===== src/rtl/lpg_pkg.sv =====
// Shared types, widths and codes for the line pixel generator.
package lpg_pkg;

	localparam int COORD_BITS = 10;
	localparam int ERR_BITS   = COORD_BITS + 1;
	localparam int COLOR_BITS = 16;

	typedef logic [COORD_BITS-1:0] coord_t;
	typedef logic [ERR_BITS-1:0]   err_t;
	typedef logic [COLOR_BITS-1:0] color_t;
	typedef logic [1:0]            dir_t;

	localparam dir_t DIR_NONE = 2'd0;
	localparam dir_t DIR_POS  = 2'd1;
	localparam dir_t DIR_NEG  = 2'd3;

	localparam logic KIND_START = 1'b0;
	localparam logic KIND_NEXT  = 1'b1;

	typedef struct packed {
		logic   kind;
		coord_t x_start;
		coord_t y_start;
		coord_t x_end;
		coord_t y_end;
		color_t color;
	} item_t;

	typedef struct packed {
		coord_t x;
		coord_t y;
		color_t color;
		logic   last;
	} pixel_t;

	typedef struct packed {
		coord_t abs_dx;
		coord_t abs_dy;
		coord_t major_len;
		dir_t   x_dir;
		dir_t   y_dir;
	} line_setup_t;

endpackage


===== src/rtl/lpg_in_if.sv =====
// Command channel: start or next-pixel beats with line endpoints and color.
interface lpg_in_if;
	logic            valid;
	logic            ready;
	logic            kind;
	lpg_pkg::coord_t x_start;
	lpg_pkg::coord_t y_start;
	lpg_pkg::coord_t x_end;
	lpg_pkg::coord_t y_end;
	lpg_pkg::color_t color;

	modport source (output valid, kind, x_start, y_start, x_end, y_end, color, input ready);
	modport sink   (input valid, kind, x_start, y_start, x_end, y_end, color, output ready);
endinterface


===== src/rtl/lpg_out_if.sv =====
// Pixel channel: one beat per emitted pixel.
interface lpg_out_if;
	logic            valid;
	logic            ready;
	lpg_pkg::coord_t pixel_x;
	lpg_pkg::coord_t pixel_y;
	lpg_pkg::color_t pixel_color;
	logic            last;

	modport source (output valid, pixel_x, pixel_y, pixel_color, last, input ready);
	modport sink   (input valid, pixel_x, pixel_y, pixel_color, last, output ready);
endinterface


===== src/rtl/lpg_setup.sv =====
// Line setup: absolute deltas, step directions and major distance.
module lpg_setup (
	input  lpg_pkg::item_t       item,
	output lpg_pkg::line_setup_t setup
);

	always_comb begin
		setup = '0;
		if (item.x_end > item.x_start) begin
			setup.abs_dx = item.x_end - item.x_start;
			setup.x_dir  = lpg_pkg::DIR_POS;
		end else if (item.x_end == item.x_start) begin
			setup.abs_dx = '0;
			setup.x_dir  = lpg_pkg::DIR_NONE;
		end else begin
			setup.abs_dx = item.x_start - item.x_end;
			setup.x_dir  = lpg_pkg::DIR_NEG;
		end
		if (item.y_end > item.y_start) begin
			setup.abs_dy = item.y_end - item.y_start;
			setup.y_dir  = lpg_pkg::DIR_POS;
		end else if (item.y_end == item.y_start) begin
			setup.abs_dy = '0;
			setup.y_dir  = lpg_pkg::DIR_NONE;
		end else begin
			setup.abs_dy = item.y_start - item.y_end;
			setup.y_dir  = lpg_pkg::DIR_NEG;
		end
		setup.major_len = (setup.abs_dx > setup.abs_dy) ? setup.abs_dx : setup.abs_dy;
	end

endmodule


===== src/rtl/lpg_engine.sv =====
// Line state and error-accumulator stepping; one beat processed per cycle while go is high.
module lpg_engine (
	input  logic            clk,
	input  logic            arst_n,
	input  logic            go,
	input  lpg_pkg::item_t  item,
	output logic            emit,
	output lpg_pkg::pixel_t pixel
);

	lpg_pkg::line_setup_t setup;

	logic            active_q;
	lpg_pkg::coord_t cur_x_q;
	lpg_pkg::coord_t cur_y_q;
	lpg_pkg::dir_t   x_dir_q;
	lpg_pkg::dir_t   y_dir_q;
	lpg_pkg::coord_t abs_dx_q;
	lpg_pkg::coord_t abs_dy_q;
	lpg_pkg::coord_t major_len_q;
	lpg_pkg::err_t   x_err_q;
	lpg_pkg::err_t   y_err_q;
	lpg_pkg::err_t   step_count_q;
	lpg_pkg::color_t line_color_q;

	lpg_pkg::err_t   major_ext;
	lpg_pkg::err_t   last_count;
	lpg_pkg::err_t   x_sum;
	lpg_pkg::err_t   y_sum;
	logic            x_move;
	logic            y_move;
	logic            is_last;
	lpg_pkg::err_t   x_err_d;
	lpg_pkg::err_t   y_err_d;
	lpg_pkg::coord_t cur_x_d;
	lpg_pkg::coord_t cur_y_d;

	function automatic lpg_pkg::coord_t apply_dir(lpg_pkg::coord_t pos, lpg_pkg::dir_t dir);
		lpg_pkg::coord_t res;
		case (dir)
			lpg_pkg::DIR_POS: res = pos + lpg_pkg::coord_t'(1);
			lpg_pkg::DIR_NEG: res = pos - lpg_pkg::coord_t'(1);
			default:          res = pos;
		endcase
		return res;
	endfunction

	lpg_setup u_setup (
		.item  (item),
		.setup (setup)
	);

	always_comb begin
		major_ext  = {1'b0, major_len_q};
		last_count = major_ext + lpg_pkg::err_t'(1);
		is_last    = (step_count_q >= last_count);
		x_sum      = x_err_q + {1'b0, abs_dx_q};
		y_sum      = y_err_q + {1'b0, abs_dy_q};
		x_move     = (x_sum > major_ext);
		y_move     = (y_sum > major_ext);
		x_err_d    = x_move ? (x_sum - major_ext) : x_sum;
		y_err_d    = y_move ? (y_sum - major_ext) : y_sum;
		cur_x_d    = x_move ? apply_dir(cur_x_q, x_dir_q) : cur_x_q;
		cur_y_d    = y_move ? apply_dir(cur_y_q, y_dir_q) : cur_y_q;
	end

	assign emit        = go && (item.kind == lpg_pkg::KIND_NEXT) && active_q;
	assign pixel.x     = cur_x_q;
	assign pixel.y     = cur_y_q;
	assign pixel.color = line_color_q;
	assign pixel.last  = is_last;

	always_ff @(posedge clk or negedge arst_n) begin
		if (!arst_n) begin
			active_q     <= 1'b0;
			cur_x_q      <= '0;
			cur_y_q      <= '0;
			x_dir_q      <= lpg_pkg::DIR_NONE;
			y_dir_q      <= lpg_pkg::DIR_NONE;
			abs_dx_q     <= '0;
			abs_dy_q     <= '0;
			major_len_q  <= '0;
			x_err_q      <= '0;
			y_err_q      <= '0;
			step_count_q <= '0;
			line_color_q <= '0;
		end else if (go) begin
			if (item.kind == lpg_pkg::KIND_START) begin
				active_q     <= 1'b1;
				cur_x_q      <= item.x_start;
				cur_y_q      <= item.y_start;
				x_dir_q      <= setup.x_dir;
				y_dir_q      <= setup.y_dir;
				abs_dx_q     <= setup.abs_dx;
				abs_dy_q     <= setup.abs_dy;
				major_len_q  <= setup.major_len;
				x_err_q      <= '0;
				y_err_q      <= '0;
				step_count_q <= '0;
				line_color_q <= item.color;
			end else if (active_q) begin
				if (is_last) begin
					active_q <= 1'b0;
				end else begin
					step_count_q <= step_count_q + lpg_pkg::err_t'(1);
					x_err_q      <= x_err_d;
					y_err_q      <= y_err_d;
					cur_x_q      <= cur_x_d;
					cur_y_q      <= cur_y_d;
				end
			end
		end
	end

endmodule


===== src/rtl/line_pixel_generator_core.sv =====
// Line pixel generator top level: input register, line engine, output register.
//
// Channels: line_in carries command beats. kind = start loads both endpoints
// and the color of a new line and gives no pixel; a start also aborts any line
// in progress. kind = next emits the current pixel of the active line on
// pixel_out and steps the line; a next beat while no line is active is dropped.
// A line of major distance D gives D + 2 pixels, the first one twice, and the
// final pixel, always the second endpoint, carries last.
// Path: a next beat accepted into the input register shows its pixel on pixel_out
// once the output register takes it, unless a stalled pixel holds it back.
// Throughput: one beat per cycle while pixel_out is empty or taken; every step is
// one add and compare per axis in the loop through the line state registers.
// Stall: line_in.ready stays high while pixel_out is empty or taken; while a
// pixel waits on pixel_out, one more beat is held in the input register and
// line_in.ready falls until the pixel is taken.
// Reset: arst_n clears the valid flags of both registers and returns the engine
// to idle with no line active.
module line_pixel_generator_core (
	input  logic      clk,
	input  logic      arst_n,
	lpg_in_if.sink    line_in,
	lpg_out_if.source pixel_out
);

	logic            valid_s1;
	lpg_pkg::item_t  item_s1;
	logic            out_valid_q;
	lpg_pkg::pixel_t pixel_q;
	logic            out_free;
	logic            advance;
	logic            emit;
	lpg_pkg::pixel_t pixel;

	assign out_free      = !out_valid_q || pixel_out.ready;
	assign advance       = valid_s1 && out_free;
	assign line_in.ready = !valid_s1 || out_free;

	always_ff @(posedge clk or negedge arst_n) begin
		if (!arst_n) begin
			valid_s1 <= 1'b0;
		end else if (line_in.ready) begin
			valid_s1 <= line_in.valid;
		end
	end

	always_ff @(posedge clk) begin
		if (line_in.ready && line_in.valid) begin
			item_s1.kind    <= line_in.kind;
			item_s1.x_start <= line_in.x_start;
			item_s1.y_start <= line_in.y_start;
			item_s1.x_end   <= line_in.x_end;
			item_s1.y_end   <= line_in.y_end;
			item_s1.color   <= line_in.color;
		end
	end

	lpg_engine u_engine (
		.clk    (clk),
		.arst_n (arst_n),
		.go     (advance),
		.item   (item_s1),
		.emit   (emit),
		.pixel  (pixel)
	);

	always_ff @(posedge clk or negedge arst_n) begin
		if (!arst_n) begin
			out_valid_q <= 1'b0;
		end else if (out_free) begin
			out_valid_q <= emit;
		end
	end

	always_ff @(posedge clk) begin
		if (out_free && emit) begin
			pixel_q <= pixel;
		end
	end

	assign pixel_out.valid       = out_valid_q;
	assign pixel_out.pixel_x     = pixel_q.x;
	assign pixel_out.pixel_y     = pixel_q.y;
	assign pixel_out.pixel_color = pixel_q.color;
	assign pixel_out.last        = pixel_q.last;

endmodule


===== src/flat_wrapper.sv =====
// flat-port wrapper written by rule: the top's interface ports become plain ports
module line_pixel_generator_core_flat 
  (clk, arst_n, line_in_valid, line_in_kind, line_in_x_start, line_in_y_start, line_in_x_end, line_in_y_end, line_in_color, line_in_ready, pixel_out_valid, pixel_out_pixel_x, pixel_out_pixel_y, pixel_out_pixel_color, pixel_out_last, pixel_out_ready);
  lpg_in_if line_in_i ();
  lpg_out_if pixel_out_i ();
  input  logic clk;
  input  logic arst_n;
  input wire logic [$bits(line_in_i.valid)-1:0] line_in_valid;
  input wire logic [$bits(line_in_i.kind)-1:0] line_in_kind;
  input wire logic [$bits(line_in_i.x_start)-1:0] line_in_x_start;
  input wire logic [$bits(line_in_i.y_start)-1:0] line_in_y_start;
  input wire logic [$bits(line_in_i.x_end)-1:0] line_in_x_end;
  input wire logic [$bits(line_in_i.y_end)-1:0] line_in_y_end;
  input wire logic [$bits(line_in_i.color)-1:0] line_in_color;
  output wire logic [$bits(line_in_i.ready)-1:0] line_in_ready;
  output wire logic [$bits(pixel_out_i.valid)-1:0] pixel_out_valid;
  output wire logic [$bits(pixel_out_i.pixel_x)-1:0] pixel_out_pixel_x;
  output wire logic [$bits(pixel_out_i.pixel_y)-1:0] pixel_out_pixel_y;
  output wire logic [$bits(pixel_out_i.pixel_color)-1:0] pixel_out_pixel_color;
  output wire logic [$bits(pixel_out_i.last)-1:0] pixel_out_last;
  input wire logic [$bits(pixel_out_i.ready)-1:0] pixel_out_ready;
  assign line_in_i.valid = line_in_valid;
  assign line_in_i.kind = line_in_kind;
  assign line_in_i.x_start = line_in_x_start;
  assign line_in_i.y_start = line_in_y_start;
  assign line_in_i.x_end = line_in_x_end;
  assign line_in_i.y_end = line_in_y_end;
  assign line_in_i.color = line_in_color;
  assign line_in_ready = line_in_i.ready;
  assign pixel_out_valid = pixel_out_i.valid;
  assign pixel_out_pixel_x = pixel_out_i.pixel_x;
  assign pixel_out_pixel_y = pixel_out_i.pixel_y;
  assign pixel_out_pixel_color = pixel_out_i.pixel_color;
  assign pixel_out_last = pixel_out_i.last;
  assign pixel_out_i.ready = pixel_out_ready;
  line_pixel_generator_core u_core (.clk(clk), .arst_n(arst_n), .line_in(line_in_i), .pixel_out(pixel_out_i));
endmodule

===== config.mk =====
export PLATFORM = sky130hd
export DESIGN_NAME = line_pixel_generator_core_flat
export DESIGN_NICKNAME = d
export VERILOG_FILES = /design/src/rtl/lpg_pkg.sv /design/src/rtl/lpg_in_if.sv /design/src/rtl/lpg_out_if.sv /design/src/rtl/lpg_setup.sv /design/src/rtl/lpg_engine.sv /design/src/rtl/line_pixel_generator_core.sv /design/src/flat_wrapper.sv
export SDC_FILE = /design/constraint.sdc
export NUM_CORES = 1
export LEC_CHECK = 0
export ABC_AREA = 1
export BUFFER_PORTS_ARGS = -buffer_cell sky130_fd_sc_hd__buf_4
export CORE_MARGIN = 8
export CORE_UTILIZATION = 63
export CTS_CLUSTER_SIZE = 40
export DETAILED_ROUTE_END_ITERATION = 8
export GPL_TIMING_DRIVEN = 0
export PLACE_DENSITY = 0.83
export SYNTH_ARGS = -nofsm -noshare
export SYNTH_HDL_FRONTEND = slang
export SYNTH_SLANG_ARGS = --single-unit

===== constraint.sdc =====
create_clock -name clk -period 6.3 [get_ports clk]
set_input_delay 0.945 -clock clk [delete_from_list [all_inputs] [get_ports clk]]
set_output_delay 0.945 -clock clk [all_outputs]
set_load 0.02 [all_outputs]

==> results of run 1 <==
## cell usage after synthesis, types with 27 or more instances
cell and number:
nand3_1 117, o21ai_0 55, nand4_1 34, dfrtp_1 106, a21oi_1 69, xor2_1 48, nor2_1 86, edfxtp_1 94
inv_1 187, ha_1 117, nand2_1 513, o21ai_1 27
## final timing paths
| check | depth (start not counted) | from | to | slack [ns] |
|---|---|---|---|---|
| worst max-delay path | 17 | u_core.item_s1[46] | u_core.u_engine.major_len_q[2] | 2.61 |
| worst min-delay path | 1 | arst_n | u_core.u_engine.step_count_q[5] | 0.29 |
| worst max register to register | 17 | u_core.item_s1[46] | u_core.u_engine.major_len_q[2] | 2.61 |
| worst min register to register | 2 | u_core.item_s1[5] | u_core.u_engine.line_color_q[5] | 0.45 |
| max in group asynchronous | 2 | arst_n | u_core.u_engine.cur_x_q[5] | 5.31 |
| min in group clk | 2 | u_core.item_s1[5] | u_core.u_engine.line_color_q[5] | 0.45 |
## area by class of cell
class | count | area (µm²)
inverters | 202 | 764
clock buffers | 17 | 425
flip-flops and latches | 200 | 5480
multi-input cells | 1215 | 6950
plain buffers | 39 | 213
well taps | 275 | 344
repair buffers | 101 | 795
clock inverters | 15 | 175
fillers | 1669 | 5820
## worst register-to-register path: cells and delay by family (launching register included)
kind                       cells  cell delay (ns)
adders and majority gates      3             1.05
AOI/OAI and AO/OA              2             0.54
DFF                            1             0.45
buffers and inverters          1             0.37
and+or+nand+nor               11             1.17
## cells in the final DEF, fill, tap and decap left out, drive strengths merged, types with 10 or more instances in the layout
| cell type | Yosys | routed |
|---|---|---|
| a21oi | 69 | 69 |
| buf | 24 | 125 |
| clkbuf | 15 | 32 |
| dfrtp | 106 | 106 |
| edfxtp | 94 | 94 |
| fa | 10 | 10 |
| ha | 117 | 117 |
| inv | 200 | 210 |
| nand2 | 543 | 543 |
| nand3 | 127 | 127 |
| nand4 | 34 | 34 |
| nor2 | 95 | 95 |
| nor3 | 14 | 14 |
| o21ai | 84 | 84 |
| o21bai | 14 | 14 |
| xnor2 | 14 | 14 |
| xor2 | 48 | 48 |
## power by group
group	switching, µW	internal (µW)	total (µW)
registers	286	1730	2020
logic	2860	1700	4560
clock network	549	572	1120
## state kept, by name, summed over array words and instances (netlist names), 11 cells and up
register and cells:
u_core.u_engine.y_err_q 11, u_core.u_engine.x_err_q 11, u_core.item_s1 57, u_core.pixel_out.pixel_color 16
u_core.u_engine.line_color_q 16, u_core.u_engine.step_count_q 11
## cells by family (layout without fill, tap and decap cells)
family          after synthesis  count (layout)
flops                       200             200
fa+ha+maj                   127             127
simple gates                830             830
compound gates              196             196
xor+xnor                     62              62
buf+inv                     241             374
## stage by stage
stage / std cells / total power (µW) / setup WS, ns / utilization, % / area, µm²
after floorplan: 1656 / 5440 / 3.23 / - / 13400
after global routing: 2064 / 8350 / 2.27 / 72.2 / 15100
final: 2064 / 7700 / 2.61 / 72.2 / 15100
after global placement: 2030 / 6380 / 2.70 / 69.1 / 14500
after CTS: 2063 / 7650 / 2.61 / 72.1 / 15100
after detailed placement: 2031 / 6510 / 2.64 / 69.2 / 14500
## metal layers
metal,up-vias,global-route usage (%),wire [µm]
li1,5657,-,-
met1,5263,33.2,14400
met2,382,42.8,15900
met5,-,0,0
met4,0,9.68,901
met3,64,3.64,1800
==> metrics, run 1 <==
outcome=complete, no violations; leading area contributor after synthesis=edfxtp_1; Hold Crit Class=input pin to async pin; Sink Count=200; io pins=100; DRT iter0 DRCs=969; post-DP HPWL=25600 µm; synth top area cells=edfxtp_1 21%, dfrtp_1 20%, nand2_1 14%, ha_1 11%, inv_1 5.2%; post-synthesis compound-gate area fraction=8.32%; WHS=around 0.29 ns; worst clock skew=between 0.01 and 0.015 ns; die area=26200 µm²; Via density=roughly 5.5; Die Wd=between 150 and 200 µm; area delta synth->final=13.0%; Setup Viol. Count Final=0; core area=about 21000 µm²; row count=53; CTS resizes=0; unrepaired setup endpoints after global routing=false; Simple-Gate Fraction of Synth Area=27.0%; VDD IR max=approximately 0.3 mV; crit path kind=register to register; Nets=~2000; CTS tree=done; pwr/cell area=508 nW/µm²; critical path's slowest cell=fa_1; crit path cell chain=ha_1 > fa_1 > o21ai_0 > nand2_1 > nand2_1 > nor2_1 > o21ai_2 > nand2_1 > ha_1 > nand2_1 > nor2_1 > nand4_1 > nand2_1 > clkbuf_1 > nand3_1 > nand3_1 > nand2_1; fin crit period=roughly 3.7 ns; XOR/XNOR Fraction of Synth Area=just over 4%; Clock Tree Root=clkbuf_16; arrival time worst endpoint=4.01 ns; f_max=between 200 and 300 MHz; max capacitance violation total=0; grt ovf=0; Buffers on Ports=99; Num CTS Buffers=17; Max clock buf depth=2; most frequent CP cell=nand2_1; Post-CTS Setup Bufs=0; router iterations before antenna repair=6; initial antenna violation count=0; relative slew slack=42.2%; ys async rst share=53.0%; synthesized cell area=13400 µm²; Crit. End Element=register; crit-path leading delay family=simple AND/OR/NAND/NOR gates; Pleak=0.00773 µW; Synth Area in Adders=12.4%; slew at the pin closest to its max-slew limit=~0.87 ns; final WL=33000 µm; vias in the first global route=11100; DRC Markers=0; ratio of cells with drive above 1 in the final layout=12.9%; Die Span Y=162 µm; mux share of post-synthesis cell area=0%; Post-synth EDFFs=94; CTS H-tree depth=4; Setup TNS=0 ns; #FFs+latches synth=200; CP required=~6.6 ns; Fin. Hold Viols=0; prevailing post-synth register cell=dfrtp_1; Seq/Total Area, Yosys=40.9%; Avg Inst Size Synth=8.09 µm²; RePlAce Congestion=0.945; top cell type's share of synthesized area=21.1%; largest net degree at the start of global routing=107; Worst Setup Start Kind=register; slowest stage delay, CP=0.49 ns; Crit Path Max Fanout=10; critical path buffer and inverter count=1; Starting Density=a little under two thirds; diodes inserted=0; Synth cell types=51; Routed Antenna Nets=0; largest family of logic cells by synthesized area=simple AND/OR/NAND/NOR gates; worst skew pair latency=0.44 ns; Synth warnings=0; clock transition at the registers of the reported paths=0.08 ns; Wirelength per Cell=roughly 16 µm; DR vias=approximately 11000; Synth Net Count=1844; fin. max-slew vios=0; GRT Util Overall=between 20% and 30%; first-pass GRT wire length=approximately 54000 µm; fin crit share=between 50% and 60%; Hold Buf Count CTS=0; post-synthesis cell count=1656
No activity file was read; power rests on OpenSTA's default activity.
==> run 2: changes to the inputs <==
--- a/config.mk
+++ b/config.mk
@@ -8,11 +8,11 @@
 export ABC_AREA = 1
 export BUFFER_PORTS_ARGS = -buffer_cell sky130_fd_sc_hd__buf_4
 export CORE_MARGIN = 8
-export CORE_UTILIZATION = 63
+export CORE_UTILIZATION = 56
 export CTS_CLUSTER_SIZE = 40
 export DETAILED_ROUTE_END_ITERATION = 8
 export GPL_TIMING_DRIVEN = 0
-export PLACE_DENSITY = 0.83
+export PLACE_DENSITY = 0.78
 export SYNTH_ARGS = -nofsm -noshare
 export SYNTH_HDL_FRONTEND = slang
 export SYNTH_SLANG_ARGS = --single-unit
==> constraint.sdc (replaced) <==
create_clock -name clk -period 3.19 [get_ports clk]
set_input_delay 0.4785 -clock clk [delete_from_list [all_inputs] [get_ports clk]]
set_output_delay 0.4785 -clock clk [all_outputs]
set_load 0.02 [all_outputs]
==> run 2 against run 1 <==
- sequential share of layout area shrank 4.7 points
- clock skew grew 0.0043 ns
- largest cell class unchanged
- largest power group unchanged
- the flow now finishes with violations (negative setup slack)
- routed wire length grew 19%
- maximum frequency grew 12%
- highest routed layer unchanged
- final area grew 15%
- combinational power grew to 2.7 times the previous value
- critical path type unchanged
==> metrics, run 2 (synthesized netlist as in run 1, its figures left out) <==
Die Wd=171 µm (was 162 µm); Crit. End Element=register (unchanged); CTS tree=done (unchanged); Starting Density=57.1% (was 63.9%); Wirelength per Cell=17.7 µm (was 16.0 µm); Worst Setup Start Kind=register (unchanged); Buffers on Ports=99 (unchanged); fin crit share=103% (was 58.6%); unrepaired setup endpoints after global routing=true (was false); relative slew slack=52.7% (was 42.2%); area delta synth->final=30.2% (was 13.0%); clock transition at the registers of the reported paths=0.09 ns (was 0.08 ns); reg2reg start=u_core.item_s1[16] (was u_core.item_s1[46]); Num CTS Buffers=17 (unchanged); worst clock skew=0.0164 ns (was 0.0121 ns); DR vias=12600 (was 11400); Setup Viol. Count Final=10 (was 0); arrival time worst endpoint=3.62 ns (was 4.01 ns); row count=56 (was 53); Filler Cell Count=1586 (was 1669); most frequent cells in the layout=474 x nand2_1, 185 x buf_4, 164 x inv_1 (was 513 x nand2_1, 185 x inv_1, 117 x nand3_1, 117 x ha_1, 106 x dfrtp_1); Max clock buf depth=2 (unchanged); max FFs per register=57 (unchanged); Hold Path Origin=line_in_color[11]; fin crit period=3.29 ns (was 3.69 ns); post-DP HPWL=25700 µm (was 25600 µm); first-pass GRT wire length=56300 µm (was 54400 µm); worst hold path depth=1; pwr/cell area=1060 nW/µm² (was 508 nW/µm²); io pins=100 (unchanged); Sink Count=200 (unchanged); hold path endpoint=u_core.item_s1[11]; outcome=complete, but fails checks (was complete, no violations); Die Span Y=171 µm (was 162 µm); ratio of cells with drive above 1 in the final layout=27.7% (was 12.9%); post-route setup slack=-0.0984 ns (was 2.61 ns); initial antenna violation count=1 (was 0); CTS H-tree depth=4 (unchanged); DRC Markers=0 (unchanged); largest net degree at the start of global routing=75 (was 107); router iterations before antenna repair=5 (was 6); Crit Path Max Fanout=8 (was 10); commonest non-fill, non-tap cell in the layout=nand2_1 (unchanged); Hold Crit Class=input pin to register (was input pin to async pin); failing checks=negative setup slack; WHS=0.193 ns (was 0.291 ns); Biggest register=u_core.item_s1 (unchanged); max capacitance violation total=0 (unchanged); Via density=5.70 (was 5.51); die area=29100 µm² (was 26200 µm²); fin. max-slew vios=0 (unchanged); worst setup slack after placement=-0.442 ns (was 2.64 ns); f_max=304 MHz (was 271 MHz); R2R Path End=u_core.u_engine.major_len_q[7] (was u_core.u_engine.major_len_q[2]); diodes inserted=0 (unchanged); worst skew pair latency=0.45 ns (was 0.44 ns); Routed Antenna Nets=0 (unchanged); crit path kind=register to register (unchanged); VDD IR max=0.730 mV (was 0.301 mV); cells on worst reg2reg path=21 (was 17); Nets=2066 (was 1964); GRT Util Overall=24.3% (was 25.6%); Pleak=0.00843 µW (was 0.00773 µW); vias in the first global route=11600 (was 11100); grt ovf=0 (unchanged); Clock Tree Root=clkbuf_16 (unchanged); RePlAce Congestion=0.923 (was 0.945); final WL=39100 µm (was 33000 µm); CP required=3.52 ns (was 6.62 ns); DRT iter0 DRCs=1115 (was 969); Fin. Hold Viols=0 (unchanged); core area=23500 µm² (was 21000 µm²); slew at the pin closest to its max-slew limit=0.709 ns (was 0.866 ns); r2r setup slk=-0.1 ns (was 2.61 ns)
[run 2: how the worst max path moves through the flow]
stage	startpoint	slack, ns	end	cells past startpoint
2_1_floorplan	u_core.item_s1[46]	0.12	u_core.u_engine.major_len_q[6]	18
5_1_grt	u_core.item_s1[16]	-0.23	u_core.u_engine.major_len_q[7]	21
3_3_place_gp	u_core.item_s1[46]	-0.47	u_core.u_engine.major_len_q[2]	17
6_report	u_core.item_s1[16]	-0.1	u_core.u_engine.major_len_q[7]	21
4_1_cts	u_core.u_engine.abs_dx_q[0]	-0.003	u_core.u_engine.x_err_q[6]	20
3_5_place_dp	u_core.item_s1[46]	-0.44	u_core.u_engine.major_len_q[2]	17
[run 2: report_power, final]
group	internal (µW)	switching, µW	total, µW
sequential	3420	594	4010
combinational	5150	7080	12200
clock	1080	1170	2250
[run 2: timing repair]
item | CTS | global route
pin swaps | 24 | 108
hold buffers | 1 | 0
cloned | 3 | 6
setup endpoints to repair | 64 | 64
hold endpoints to repair | 32 | 0
resized for setup | 84 | 235
setup buffers | 55 | 39
[run 2: metal layers]
layer	track usage [%]	vias to the layer above	part of all wire, %
li1	-	5865	-
met1	31.0	6013	40
met2	41.1	594	49
met3	3.85	126	7.3
met4	8.96	0	3.6
met5	0	-	0
[run 2: stage by stage]
step / util (%) / power, µW / std cells / setup TNS (ns) / cell area, µm²
after global routing: 74.3 / 19700 / 2210 / -5.26 / 17400
after floorplan: - / 10700 / 1656 / 0 / 13400
after detailed placement: 62.2 / 12800 / 2077 / -20.45 / 14600
after global placement: 61.9 / 12600 / 2074 / -16.73 / 14500
after CTS: 68.3 / 16100 / 2166 / -0.00345 / 16000
final: 74.3 / 18500 / 2210 / -0.612 / 17400
[run 2: final cells by class]
class / count / area, µm² / area share (%)
Timing Repair Buffer: 202 / 1660 / 9.52
Multi-Input combinational cell: 1218 / 8210 / 47.1
Clock inverter: 15 / 189 / 1.08
Sequential cell: 200 / 5480 / 31.4
Inverter: 202 / 782 / 4.48
Buffer: 36 / 289 / 1.66
Timing Repair inverter: 1 / 6.26 / 0.0359
Clock buffer: 17 / 425 / 2.44
Tap cell: 319 / 399 / 2.29
[run 2: worst max-delay path, stage by stage (launching register included)]
cell      delay, ns
edfxtp_1       0.46
inv_1          0.12
ha_4           0.14
fa_2           0.19
inv_2          0.06
nand4_1        0.16
nand3_4        0.12
nor2_4         0.26
buf_6          0.15
nand3_4        0.06
nand2_4        0.10
inv_4          0.05
ha_4           0.24
a21oi_2        0.17
o21ai_2        0.08
nand2_1        0.07
nand4_1        0.15
nand2_4        0.18
buf_6          0.14
nand3_1        0.07
nand2_1        0.09
o21ai_1        0.07
==> run 3: changes to the inputs <==
--- a/config.mk
+++ b/config.mk
@@ -5,14 +5,14 @@
 export SDC_FILE = /design/constraint.sdc
 export NUM_CORES = 1
 export LEC_CHECK = 0
-export ABC_AREA = 1
+export ABC_AREA = 0
 export BUFFER_PORTS_ARGS = -buffer_cell sky130_fd_sc_hd__buf_4
 export CORE_MARGIN = 8
-export CORE_UTILIZATION = 56
+export CORE_UTILIZATION = 55
 export CTS_CLUSTER_SIZE = 40
 export DETAILED_ROUTE_END_ITERATION = 8
 export GPL_TIMING_DRIVEN = 0
-export PLACE_DENSITY = 0.78
+export PLACE_DENSITY = 0.77
 export SYNTH_ARGS = -nofsm -noshare
 export SYNTH_HDL_FRONTEND = slang
 export SYNTH_SLANG_ARGS = --single-unit
==> run 3 against run 2 <==
- the run still ends with negative setup slack left
- largest cell class unchanged
- combinational power is 6% lower
- critical path depth stayed put
- largest power group unchanged
- utilization is 0.21 points lower
- first-iteration DRC count is 5.5% lower
- clock skew is 0.0045 ns lower
- worst hold slack better by 0.0099 ns
- sequential cell count stayed put
- critical path type unchanged
- via count is 17% lower
- total power is 5.6% lower
==> metrics, run 3 <==
arrival time worst endpoint=4.66 ns (was 3.62 ns); relative slew slack=38.4% (was 52.7%); total power=17500 µW (was 18500 µW); diodes inserted=0 (unchanged); Clock Tree Root=clkbuf_16 (unchanged); Synth Net Count=1426 (was 1844); Synth warnings=0 (unchanged); post-synthesis cell count=1238 (was 1656); clock transition at the registers of the reported paths=0.08 ns (was 0.09 ns); Num CTS Buffers=17 (unchanged); synth top area cells=edfxtp_1 23%, dfrtp_1 22%, ha_1 12%, nand2_1 5.0%, a21oi_1 3.4% (was edfxtp_1 21%, dfrtp_1 20%, nand2_1 14%, ha_1 11%, inv_1 5.2%); Fin. Hold Viols=0 (unchanged); largest net degree at the start of global routing=107 (was 75); Die Span Y=165 µm (was 171 µm); Crit. End Element=register (unchanged); io pins=100 (unchanged); VDD IR max=0.909 mV (was 0.730 mV); Nets=1658 (was 2066); post-route setup slack=-1.09 ns (was -0.0984 ns); CTS H-tree depth=4 (unchanged); Via density=5.92 (was 5.70); most frequent cells in the layout=185 x buf_4, 155 x nand2_1, 102 x dfrtp_1 (was 474 x nand2_1, 185 x buf_4, 164 x inv_1); Avg Inst Size Synth=9.92 µm² (was 8.09 µm²); outcome=complete, but fails checks (unchanged); RePlAce Congestion=0.901 (was 0.923); non-filler cells, final=1763 (was 2210); GRT Util Overall=24.0% (was 24.3%); pwr/cell area=1080 nW/µm² (was 1060 nW/µm²); multi-input logic area=7350 µm² (was 8210 µm²); Hold Crit Class=input pin to register (unchanged); Worst Setup Start Kind=register (unchanged); top post-synthesis cells by count=164 x nand2_1, 117 x ha_1, 106 x dfrtp_1 (was 513 x nand2_1, 187 x inv_1, 117 x ha_1, 117 x nand3_1, 106 x dfrtp_1); register area=5480 µm² (unchanged); f_max=234 MHz (was 304 MHz); vias in the first global route=10200 (was 11600); DP Cell Count=1619 (was 2077); failing checks=negative setup slack (unchanged); Starting Density=56.1% (was 57.1%); Routed Antenna Nets=0 (unchanged); Pleak=0.00744 µW (was 0.00843 µW); post-DP HPWL=22200 µm (was 25700 µm); worst clock skew=0.0119 ns (was 0.0164 ns); worst skew pair latency=0.44 ns (was 0.45 ns); DRT iter0 DRCs=1054 (was 1115); slew at the pin closest to its max-slew limit=0.924 ns (was 0.709 ns); DR vias=10400 (was 12600); final WL=35500 µm (was 39100 µm); Buffers on Ports=99 (unchanged); Max clock buf depth=2 (unchanged); #FFs+latches synth=200 (unchanged); DRC Markers=0 (unchanged); initial antenna violation count=0 (was 1); Wirelength per Cell=20.1 µm (was 17.7 µm); top cell type's share of synthesized area=23.0% (was 21.1%); grt ovf=0 (unchanged); Crit Path Max Fanout=8 (unchanged); unrepaired setup endpoints after global routing=true (unchanged); max FFs per register=57 (unchanged); CTS tree=done (unchanged); most frequent cell after synthesis=nand2_1 (unchanged); ys async rst share=53.0% (unchanged); Sink Count=200 (unchanged); area delta synth->final=32.0% (was 30.2%); Seq/Total Area, Yosys=44.6% (was 40.9%); max capacitance violation total=0 (unchanged); Post-synth EDFFs=94 (unchanged); fin. max-slew vios=0 (unchanged); CP required=3.57 ns (was 3.52 ns); prevailing post-synth register cell=dfrtp_1 (unchanged); worst hold path depth=1 (unchanged); commonest non-fill, non-tap cell in the layout=buf_4 (was nand2_1); ratio of cells with drive above 1 in the final layout=33.0% (was 27.7%); Filler Cell Count=1401 (was 1586); Biggest register=u_core.item_s1 (unchanged); synthesized cell area=12300 µm² (was 13400 µm²); Die Wd=165 µm (was 171 µm); die area=27400 µm² (was 29100 µm²); row count=54 (was 56); Synth cell types=69 (was 51); core area=21900 µm² (was 23500 µm²); fin crit period=4.28 ns (was 3.29 ns); crit path kind=register to register (unchanged); router iterations before antenna repair=5 (unchanged); fin crit share=134% (was 103%); leading area contributor after synthesis=edfxtp_1 (unchanged); cells on worst reg2reg path=21 (unchanged); Setup Viol. Count Final=54 (was 10); first-pass GRT wire length=51900 µm (was 56300 µm)
## run 3: final cells by class
type,instances,area share (%)
clock buffers,18,2.65
inverters,101,2.35
well taps,280,2.16
multi-input cells,899,45.3
clock inverters,14,0.864
repair buffers,215,11.3
flip-flops and latches,200,33.8
plain buffers,36,1.54
## run 3: logic make-up after synthesis
group,Yosys count,share of synthesized area (%)
AO/OA/AOI/OAI,294,15.6
buffers and inverters,139,4.47
flip-flops,200,44.6
multiplexers,41,3.41
AND/OR/NAND/NOR,374,13.9
adder cells (fa/ha/maj),127,13.5
XOR/XNOR,63,4.49
## run 3: repair_timing
action,4_1_cts,5_1_grt
buffers inserted,74,34
endpoints found under the setup margin,65,58
hold endpoints to repair,0,11
gates resized for setup,119,135
gates cloned,4,3
pin swaps,69,78
hold buffers,0,1
## run 3: routing by layer
| metal | wire, µm | global-route usage (%) |
|---|---|---|
| met5 | 0 | 0 |
| met2 | 17700 | 39.9 |
| met4 | 1530 | 10.6 |
| met3 | 1940 | 3.50 |
| met1 | 14400 | 30.8 |
## run 3: metrics by stage
step                      cell area (µm²)  setup TNS (ns)  hold slack, ns  utilization [%]  worst slack [ns]
after global routing                16200          -48.19           0.185             74.1             -1.24
after floorplan                     12500          -18.99           0.183                -            -0.630
after global placement              13600          -49.34           0.419             62.1             -1.37
after CTS                           15300          -34.76           0.193             70.1            -0.903
final                               16200          -40.03           0.203             74.1             -1.09
after detailed placement            13600          -52.02           0.428             62.3             -1.41
## run 3: power breakdown
group / switching, µW / total (µW) / internal, µW
clock network: 1080 / 2120 / 1040
logic: 5990 / 11500 / 5520
registers: 507 / 3840 / 3330
## run 3: worst paths after layout
check | slack [ns] | startpoint | to
min in group asynchronous | 0.41 | arst_n | u_core.u_engine.x_err_q[5]
max | -1.09 | u_core.item_s1[36] | u_core.u_engine.major_len_q[7]
min reg2reg | 0.44 | u_core.item_s1[0] | u_core.u_engine.line_color_q[0]
min | 0.20 | line_in_y_end[8] | u_core.item_s1[24]
max reg2reg | -1.09 | u_core.item_s1[36] | u_core.u_engine.major_len_q[7]
max in group asynchronous | 2.04 | arst_n | u_core.u_engine.cur_x_q[1]
## run 3: critical path: stages, from the launching register on
cell,delay (ns)
edfxtp_1,0.45
ha_4,0.20
fa_2,0.39
nor2b_2,0.13
o21ai_2,0.07
and2b_2,0.25
o21ai_4,0.24
a41o_4,0.29
buf_6,0.13
a22oi_1,0.10
a21oi_2,0.18
inv_2,0.11
ha_4,0.25
a21oi_2,0.14
o22ai_2,0.10
o21ai_2,0.12
o211ai_1,0.14
o22ai_4,0.32
inv_4,0.10
nor2_4,0.23
a22o_1,0.18
a21o_1,0.08
